[src/design/ucs_pkg.sv]
package ucs_pkg;

  localparam int unsigned MAX_CHILDREN_DEF = 64;
  localparam logic [23:0] EXPL_RESET = 24'd92682;

  // ln(2) in Q.56, the scale of the series sum after its final shift.
  localparam logic [63:0] LN2_Q56 = 64'hB17217F7D1CF79AB >> 8;

  localparam int unsigned SERIES_TERMS = 40;
  localparam int unsigned MUL_STEPS = 62;
  localparam int unsigned SQRT_STEPS = 20;

  typedef enum logic [3:0] {
    ST_IDLE,
    ST_LOGNORM,
    ST_TDIV,
    ST_T2MUL,
    ST_SLAUNCH,
    ST_SDIV,
    ST_SMUL,
    ST_LNFIN,
    ST_LNSUM,
    ST_ELAUNCH,
    ST_EDIV,
    ST_QDIV,
    ST_SQRT,
    ST_XMUL,
    ST_SCORE,
    ST_FINISH
  } state_e;

  typedef struct packed {
    logic        start;
    logic [6:0]  count;
    logic [25:0] rem_init;
    logic [25:0] divisor;
    logic [63:0] dividend;
  } div_req_t;

endpackage

[src/design/ucs_div.sv]
module ucs_div (
  input  logic              clk_i,
  input  logic              rst_ni,
  input  ucs_pkg::div_req_t req_i,
  output logic              done_o,
  output logic [63:0]       quot_o
);
  import ucs_pkg::*;

  logic        active_q;
  logic        done_q;
  logic [6:0]  cnt_q;
  logic [25:0] rem_q;
  logic [25:0] dsr_q;
  logic [63:0] dvd_q;
  logic [63:0] quot_q;
  logic [26:0] rem_sh;
  logic [26:0] rem_sub;
  logic        ge;
  logic [25:0] rem_d;

  assign rem_sh  = {rem_q, dvd_q[63]};
  assign rem_sub = rem_sh - {1'b0, dsr_q};
  assign ge      = rem_sh >= {1'b0, dsr_q};
  assign rem_d   = ge ? rem_sub[25:0] : rem_sh[25:0];

  always_ff @(posedge clk_i or negedge rst_ni) begin
    if (!rst_ni) begin
      active_q <= 1'b0;
      done_q   <= 1'b0;
      cnt_q    <= '0;
    end else if (req_i.start) begin
      active_q <= 1'b1;
      done_q   <= 1'b0;
      cnt_q    <= req_i.count;
    end else if (active_q) begin
      cnt_q <= cnt_q - 7'd1;
      if (cnt_q == 7'd1) begin
        active_q <= 1'b0;
        done_q   <= 1'b1;
      end
    end else begin
      done_q <= 1'b0;
    end
  end

  always_ff @(posedge clk_i) begin
    if (req_i.start) begin
      rem_q  <= req_i.rem_init;
      dsr_q  <= req_i.divisor;
      dvd_q  <= req_i.dividend;
      quot_q <= '0;
    end else if (active_q) begin
      rem_q  <= rem_d;
      dvd_q  <= {dvd_q[62:0], 1'b0};
      quot_q <= {quot_q[62:0], ge};
    end
  end

  assign done_o = done_q;
  assign quot_o = quot_q;

endmodule

[src/design/uct_child_select.sv]
// UCT child selection. Pulse start_i with one child per transaction while
// busy_o is low; the parent visit count is taken from the first child of a
// set. Each child runs 40-step and 24-step serial divisions, a 20-step
// square root and a scoring step; the first child of a set also evaluates
// ln(P+1) through a 62-step division and 40 series terms, each a 64-step
// division, with a 62-step serial multiply after all terms but the last.
// After the child marked last, valid_o is high for one cycle with the index
// and score of the first best child and the overflow flag; the receiver
// cannot stall it and must take it then. Children past MaxChildren skip
// scoring and set the overflow flag; one marked last still ends the set.
module uct_child_select #(
  parameter int unsigned MaxChildren = ucs_pkg::MAX_CHILDREN_DEF
) (
  input  logic        clk_i,
  input  logic        rst_ni,
  input  logic        cfg_we_i,
  input  logic [23:0] cfg_wdata_i,
  input  logic        start_i,
  output logic        busy_o,
  input  logic [23:0] parent_visits_i,
  input  logic [23:0] child_wins_i,
  input  logic [23:0] child_visits_i,
  input  logic        last_child_i,
  output logic        valid_o,
  output logic [5:0]  best_index_o,
  output logic [39:0] best_score_o,
  output logic        overflow_o
);
  import ucs_pkg::*;

  localparam int unsigned CW = $clog2(MaxChildren + 1);

  state_e state_q, state_d;

  logic [23:0]   c_q;
  logic [23:0]   pv_q;
  logic [23:0]   wins_q;
  logic [24:0]   v1_q;
  logic          last_q;
  logic [CW-1:0] cnt_q;
  logic [39:0]   best_score_q;
  logic [5:0]    best_idx_q;
  logic          ovf_q;
  logic [23:0]   log_q;
  logic [24:0]   xn_q;
  logic [4:0]    k_q;
  logic [61:0]   t2_q;
  logic [61:0]   pw_q;
  logic [63:0]   sum_q;
  logic [5:0]    n_q;
  logic [63:0]   kterm_q;
  logic [39:0]   e_q;
  logic [39:0]   sq_n_q;
  logic [21:0]   sq_rem_q;
  logic [19:0]   root_q;
  logic [27:0]   x_q;
  logic [6:0]    step_q;
  logic [61:0]   mul_a_q;
  logic [61:0]   mul_b_q;
  logic [61:0]   mul_p_q;
  logic          valid_q;
  logic [5:0]    out_idx_q;
  logic [39:0]   out_score_q;
  logic          out_ovf_q;

  logic          accept;
  logic          full;
  logic [24:0]   x_val;
  logic [24:0]   p2;
  logic [24:0]   num;
  logic [25:0]   den;
  div_req_t      div_req;
  logic          div_done;
  logic [63:0]   div_quot;
  logic [62:0]   mul_s;
  logic [61:0]   mul_p_d;
  logic          mul_last;
  logic [23:0]   sq_sh;
  logic [23:0]   sq_trial;
  logic          sq_ge;
  logic [23:0]   sq_sub;
  logic          sq_last;
  logic [63:0]   kprod;
  logic [63:0]   total;
  logic [43:0]   xprod;
  logic [40:0]   score_sum;
  logic [39:0]   score;
  logic [CW+5:0] cnt_ext;

  assign accept  = start_i && !busy_o;
  assign full    = cnt_q >= CW'(MaxChildren);
  assign x_val   = {1'b0, pv_q} + 25'd1;
  assign p2      = 25'd1 << k_q;
  assign num     = x_val - p2;
  assign den     = {1'b0, x_val} + {1'b0, p2};

  assign mul_s    = {1'b0, mul_p_q} + {1'b0, (mul_b_q[0] ? mul_a_q : 62'd0)};
  assign mul_p_d  = mul_s[62:1];
  assign mul_last = step_q == 7'(MUL_STEPS - 1);

  assign sq_sh    = {sq_rem_q, sq_n_q[39:38]};
  assign sq_trial = {2'b00, root_q, 2'b01};
  assign sq_ge    = sq_sh >= sq_trial;
  assign sq_sub   = sq_sh - sq_trial;
  assign sq_last  = step_q == 7'(SQRT_STEPS - 1);

  assign kprod     = {59'd0, k_q} * LN2_Q56;
  assign total     = {5'd0, sum_q[63:5]} + kterm_q;
  assign xprod     = {20'd0, c_q} * {24'd0, root_q};
  assign score_sum = {1'b0, e_q} + {13'd0, x_q};
  assign score     = score_sum[40] ? '1 : score_sum[39:0];
  assign cnt_ext   = {6'd0, cnt_q};

  ucs_div u_div (
    .clk_i  (clk_i),
    .rst_ni (rst_ni),
    .req_i  (div_req),
    .done_o (div_done),
    .quot_o (div_quot)
  );

  // Next state.
  always_comb begin
    state_d = state_q;
    unique case (state_q)
      ST_IDLE: begin
        if (accept) begin
          if (full) begin
            state_d = ST_FINISH;
          end else if (cnt_q == '0) begin
            state_d = ST_LOGNORM;
          end else begin
            state_d = ST_ELAUNCH;
          end
        end
      end
      ST_LOGNORM: if (xn_q[24]) state_d = ST_TDIV;
      ST_TDIV:    if (div_done) state_d = ST_T2MUL;
      ST_T2MUL:   if (mul_last) state_d = ST_SLAUNCH;
      ST_SLAUNCH: state_d = ST_SDIV;
      ST_SDIV: begin
        if (div_done) begin
          state_d = (n_q == 6'(SERIES_TERMS - 1)) ? ST_LNFIN : ST_SMUL;
        end
      end
      ST_SMUL:    if (mul_last) state_d = ST_SLAUNCH;
      ST_LNFIN:   state_d = ST_LNSUM;
      ST_LNSUM:   state_d = ST_ELAUNCH;
      ST_ELAUNCH: state_d = ST_EDIV;
      ST_EDIV:    if (div_done) state_d = ST_QDIV;
      ST_QDIV:    if (div_done) state_d = ST_SQRT;
      ST_SQRT:    if (sq_last) state_d = ST_XMUL;
      ST_XMUL:    state_d = ST_SCORE;
      ST_SCORE:   state_d = ST_FINISH;
      ST_FINISH:  state_d = ST_IDLE;
      default:    state_d = ST_IDLE;
    endcase
  end

  // Divider requests.
  always_comb begin
    div_req = '0;
    unique case (state_q)
      ST_LOGNORM: begin
        if (xn_q[24]) begin
          div_req.start    = 1'b1;
          div_req.count    = 7'd62;
          div_req.rem_init = {1'b0, num};
          div_req.divisor  = den;
        end
      end
      ST_SLAUNCH: begin
        div_req.start    = 1'b1;
        div_req.count    = 7'd64;
        div_req.divisor  = {19'd0, n_q, 1'b1};
        div_req.dividend = {2'b00, pw_q};
      end
      ST_ELAUNCH: begin
        div_req.start    = 1'b1;
        div_req.count    = 7'd40;
        div_req.divisor  = {1'b0, v1_q};
        div_req.dividend = {wins_q, 40'd0};
      end
      ST_EDIV: begin
        if (div_done) begin
          div_req.start    = 1'b1;
          div_req.count    = 7'd24;
          div_req.divisor  = {1'b0, v1_q};
          div_req.dividend = {log_q, 40'd0};
        end
      end
      default: div_req = '0;
    endcase
  end

  // Control and running set state.
  always_ff @(posedge clk_i or negedge rst_ni) begin
    if (!rst_ni) begin
      state_q      <= ST_IDLE;
      c_q          <= EXPL_RESET;
      cnt_q        <= '0;
      best_score_q <= '0;
      best_idx_q   <= '0;
      ovf_q        <= 1'b0;
      log_q        <= '0;
      step_q       <= '0;
      n_q          <= '0;
      valid_q      <= 1'b0;
    end else begin
      state_q <= state_d;
      valid_q <= 1'b0;
      if (cfg_we_i) begin
        c_q <= cfg_wdata_i;
      end
      unique case (state_q)
        ST_IDLE: begin
          if (accept && full) begin
            ovf_q <= 1'b1;
          end
        end
        ST_TDIV: begin
          step_q <= '0;
          n_q    <= '0;
        end
        ST_T2MUL, ST_SMUL, ST_SQRT: begin
          step_q <= step_q + 7'd1;
          if (state_q == ST_SMUL && mul_last) begin
            n_q <= n_q + 6'd1;
          end
        end
        ST_SDIV: step_q <= '0;
        ST_LNSUM: log_q <= total[63:40];
        ST_QDIV: step_q <= '0;
        ST_SCORE: begin
          if (cnt_q == '0 || score > best_score_q) begin
            best_score_q <= score;
            best_idx_q   <= cnt_ext[5:0];
          end
          cnt_q <= cnt_q + CW'(1);
        end
        ST_FINISH: begin
          if (last_q) begin
            valid_q      <= 1'b1;
            cnt_q        <= '0;
            best_score_q <= '0;
            best_idx_q   <= '0;
            ovf_q        <= 1'b0;
            log_q        <= '0;
          end
        end
        default: ;
      endcase
    end
  end

  // Datapath registers.
  always_ff @(posedge clk_i) begin
    unique case (state_q)
      ST_IDLE: begin
        if (accept) begin
          pv_q   <= parent_visits_i;
          wins_q <= child_wins_i;
          v1_q   <= {1'b0, child_visits_i} + 25'd1;
          last_q <= last_child_i;
          xn_q   <= {1'b0, parent_visits_i} + 25'd1;
          k_q    <= 5'd24;
          sum_q  <= '0;
        end
      end
      ST_LOGNORM: begin
        if (!xn_q[24]) begin
          xn_q <= {xn_q[23:0], 1'b0};
          k_q  <= k_q - 5'd1;
        end
      end
      ST_TDIV: begin
        if (div_done) begin
          pw_q    <= div_quot[61:0];
          mul_a_q <= div_quot[61:0];
          mul_b_q <= div_quot[61:0];
          mul_p_q <= '0;
        end
      end
      ST_T2MUL, ST_SMUL: begin
        mul_p_q <= mul_p_d;
        mul_b_q <= {1'b0, mul_b_q[61:1]};
        if (mul_last) begin
          if (state_q == ST_T2MUL) begin
            t2_q <= mul_p_d;
          end else begin
            pw_q <= mul_p_d;
          end
        end
      end
      ST_SDIV: begin
        if (div_done) begin
          sum_q   <= sum_q + div_quot;
          mul_a_q <= pw_q;
          mul_b_q <= t2_q;
          mul_p_q <= '0;
        end
      end
      ST_LNFIN: kterm_q <= kprod;
      ST_EDIV: if (div_done) e_q <= div_quot[39:0];
      ST_QDIV: begin
        if (div_done) begin
          sq_n_q   <= {div_quot[23:0], 16'd0};
          sq_rem_q <= '0;
          root_q   <= '0;
        end
      end
      ST_SQRT: begin
        sq_n_q   <= {sq_n_q[37:0], 2'b00};
        sq_rem_q <= sq_ge ? sq_sub[21:0] : sq_sh[21:0];
        root_q   <= {root_q[18:0], sq_ge};
      end
      ST_XMUL: x_q <= xprod[43:16];
      ST_FINISH: begin
        out_idx_q   <= best_idx_q;
        out_score_q <= best_score_q;
        out_ovf_q   <= ovf_q;
      end
      default: ;
    endcase
  end

  assign busy_o       = state_q != ST_IDLE;
  assign valid_o      = valid_q;
  assign best_index_o = out_idx_q;
  assign best_score_o = out_score_q;
  assign overflow_o   = out_ovf_q;

`ifndef NO_ASSERTIONS
  a_busy_after_accept: assert property (@(posedge clk_i) disable iff (!rst_ni)
    start_i && !busy_o |=> busy_o)
    else $error("block not busy after accepting a child");

  a_result_from_last: assert property (@(posedge clk_i) disable iff (!rst_ni)
    valid_o |-> $past(state_q == ST_FINISH && last_q))
    else $error("result without a finished last child");

  a_count_bound: assert property (@(posedge clk_i) disable iff (!rst_ni)
    cnt_q <= CW'(MaxChildren))
    else $error("child count past its limit");
`endif

endmodule
[config.mk]
export PLATFORM = sky130hd
export DESIGN_NAME = uct_child_select
export DESIGN_NICKNAME = d
export VERILOG_FILES = /design/src/design/ucs_pkg.sv /design/src/design/ucs_div.sv /design/src/design/uct_child_select.sv
export SDC_FILE = /design/constraint.sdc
export NUM_CORES = 2
export LEC_CHECK = 0
export BUFFER_PORTS_ARGS = -buffer_cell sky130_fd_sc_hd__buf_2
export CORE_MARGIN = 4
export CORE_UTILIZATION = 50
export CTS_BUF_LIST = sky130_fd_sc_hd__clkbuf_4
export DETAILED_ROUTE_END_ITERATION = 8
export GPL_ROUTABILITY_DRIVEN = 0
export PLACE_DENSITY_LB_ADDON = 0.12
export SYNTH_ARGS = -nofsm -noshare
export SYNTH_HDL_FRONTEND = slang
export SYNTH_HIERARCHICAL = 1
export SYNTH_SLANG_ARGS = --single-unit
export TNS_END_PERCENT = 5
[constraint.sdc]
create_clock -name clk_i -period 17.6 [get_ports clk_i]
set_input_delay 1.76 -clock clk_i [delete_from_list [all_inputs] [get_ports clk_i]]
set_output_delay 1.76 -clock clk_i [all_outputs]
set_load 0.005 [all_outputs]
==> flow_summary.ini <==
[run_status]
outcome = complete, no violations

[timing]
drv_slew = 0
finalSetupViolCount = 0
finalSetupTns_ns = 0
rsz0062_at_grt = no
tightest_slew_ns = 1.26
finalCritPeriodShare = 0.463
fin_crit_ns = 8.14
slew_headroom = 0.152
skew_ns = 0.129
fmax_mhz = 123
hold_viol = 0

[cts]
cts_hold_buf = 0
cts_tree = done
cts_buffers = 301
cts_setup_buffers = 0
cts.sinks = 1027
h-tree-depth = 5
clk_pin_slew_worst_paths_ns = 0.06
clockRootBuffer = clkbuf_4
clk_latency_ns = 1.30
cts_buffer_depth = 4
post_cts_resized = 0

[critical_path]
end_kind = flip-flop
crit_type = flip-flop to flip-flop
reg2reg_slack_ns = 9.46
crit_required_ns = 18.55
crit_arrival_ns = 9.09
path_max_fanout = 25
startpoint_type = flip-flop
reg2regPathDepth = 23

[synthesis]
synthArstFlopShare = 0.124
synth_cells = 7742
syn_area_um2 = 76600
ys_ff_latch = 1027
ys_seq_area_frac = 0.386
avgSynthCellArea_um2 = 9.90
synth_edf_count = 836
synth_ff_type = edfxtp_1
ys_types = 100
yosysWarnings = 6

[drt]
vias = 57200
drc = 0
drt-wirelength-per-cell_um = 20.1
dr.pass1.iters = 8
drt_iter0_markers = 4470
drt_wl_total_um = 204000
routed_via_density = 5.63
ant_nets = 0

[layout]
nets = 9042
areaGrowthSynthToFinish_pct = 8.23
drive_above_1_share = 0.106
stdcell_count = 10200

[global_route]
grt_overflow_total = 0
grt_pass1_vias = 57000
antenna_found_initial = 10
grt_max_degree = 141
grt_pass1_wl_um = 321000
grt_use_total = 0.255

[worst_hold_path]
hold_path.class = flip-flop to flip-flop
hold_depth = 0

[placement]
dp.cells = 9647
port_buffers = 149
place_hpwl_um = 149000

[floorplanning]
die_w_um = 400
dieArea_um2 = 160000
die_height_um = 400
initial_utilization = 0.504
coreArea_um2 = 152000
rows = 143
io_pins = 150

[run]
max_cap_violations = 0
## flip-flops by register name, summed over array words and instances (netlist names), 24 cells and up
name,cells
u_div/quot_o,64
mul_p_q,62
best_score_o,40
u_div/dsr_q,26
best_score_q,40
c_q,24
pv_q,24
sq_n_q,24
v1_q,25
e_q,40
x_q,28
wins_q,24
pw_q,62
sum_q,64
t2_q,62
u_div/rem_q,26
mul_a_q,62
u_div/dvd_q,64
xn_q,25
mul_b_q,62
kterm_q,61
## cells in the mapped netlist, types with 22 or more instances
master	number	share of area
or2_2	23	0.0019
edfxtp_1	836	0.33
xor2_1	145	0.017
and2_1	349	0.028
a222oi_1	22	0.0029
nand3_1	135	0.0088
xnor2_1	261	0.030
and3_1	96	0.0078
nor3_1	71	0.0046
o31ai_1	27	0.0026
dfrtp_1	120	0.039
mux2_2	102	0.015
o21a_1	61	0.0060
fa_1	425	0.11
nand2_1	1048	0.051
nand4_1	98	0.0080
inv_1	773	0.038
mux2i_1	101	0.013
buf_1	25	0.0012
o21ai_0	311	0.020
nand2b_1	44	0.0036
a22oi_1	68	0.0067
nor2_1	516	0.025
nor2b_1	60	0.0049
a22o_1	39	0.0045
ha_1	596	0.097
or3_1	25	0.0020
a211oi_1	31	0.0030
a21oi_1	373	0.024
dfxtp_1	64	0.017
clkbuf_1	292	0.014
a21o_1	189	0.019
o21bai_1	53	0.0052
a31oi_1	47	0.0038
nand3b_1	24	0.0024
## worst paths after layout
path | startpoint | endpoint
min in group asynchronous | rst_ni | best_score_q[32]
hold reg to reg | best_score_q[4] | best_score_o[4]
max in group asynchronous | rst_ni | c_q[2]
setup / recovery | root_q[10] | x_q[27]
setup reg to reg | root_q[10] | x_q[27]
hold / removal | best_score_q[4] | best_score_o[4]
## area by class of cell
class	count	area, µm²
flip-flops and latches	1027	29600
multi-input cells	5603	43000
fillers	13800	69100
well taps	2030	2540
inverters	776	2910
clock buffers	436	3270
diodes	2	5.00
repair buffers	211	1230
clock inverters	73	395
## critical path, stage by stage (launching register included)
cell      delay (ns)
edfxtp_1        0.73
and2_1          0.34
fa_1            0.53
inv_1           0.05
fa_1            0.49
fa_1            0.52
inv_1           0.05
fa_1            0.46
fa_1            0.51
fa_1            0.54
inv_1           0.05
fa_1            0.52
inv_1           0.04
ha_1            0.33
nand4_1         0.15
nor3_1          0.08
a41oi_1         0.21
nand3_1         0.30
o41a_1          0.56
a31oi_1         0.43
o21ai_1         0.23
nand2b_1        0.26
a311oi_1        0.34
xnor2_1         0.12
## placed cells by master (no fill, tap or decap), drive strengths merged, types with 101 or more instances in the layout
cell type / count
mux2i: 101
a21o: 189
nand3: 135
dfrtp: 120
nor2: 517
xor2: 145
inv: 775
mux2: 102
nand2: 1048
buf: 211
ha: 596
fa: 425
and2: 349
xnor2: 261
a21oi: 376
edfxtp: 836
o21ai: 329
clkbuf: 436
## metal layers
| layer | global-route usage | up-vias | share of wire |
|---|---|---|---|
| met2 | 0.404 | 1770 | 0.46 |
| met3 | 0.0466 | 323 | 0.067 |
| met4 | 0.0727 | 0 | 0.022 |
| li1 | - | 27200 | - |
| met1 | 0.360 | 28000 | 0.45 |
| met5 | 0 | - | 0 |
## cells by family after synthesis
group,after synthesis,synth area share
AOI/OAI and AO/OA,1419,0.121
buffers and inverters,1113,0.0551
and+or+nand+nor,2552,0.155
DFF,1027,0.386
xor gates and xnor gates,406,0.0464
other,1,0.0000489
muxes,203,0.0282
adders and majority gates,1021,0.208
## stage by stage
| stage | setup slack (ns) | utilization | instance area, µm² | hold slack (ns) |
|---|---|---|---|---|
| finish | 9.46 | 0.545 | 82900 | 0.410 |
| global route | 8.98 | 0.545 | 82900 | 0.402 |
| CTS | 9.43 | 0.545 | 82900 | 0.394 |
| detailed placement | 9.47 | 0.521 | 79300 | 0.440 |
| global placement | 9.55 | 0.521 | 79300 | 0.434 |
| floorplan | 10.07 | - | 76600 | 0.425 |
Power is not shown: default switching activity piles up to over one toggle a cycle in this logic, so the estimate is an artifact.
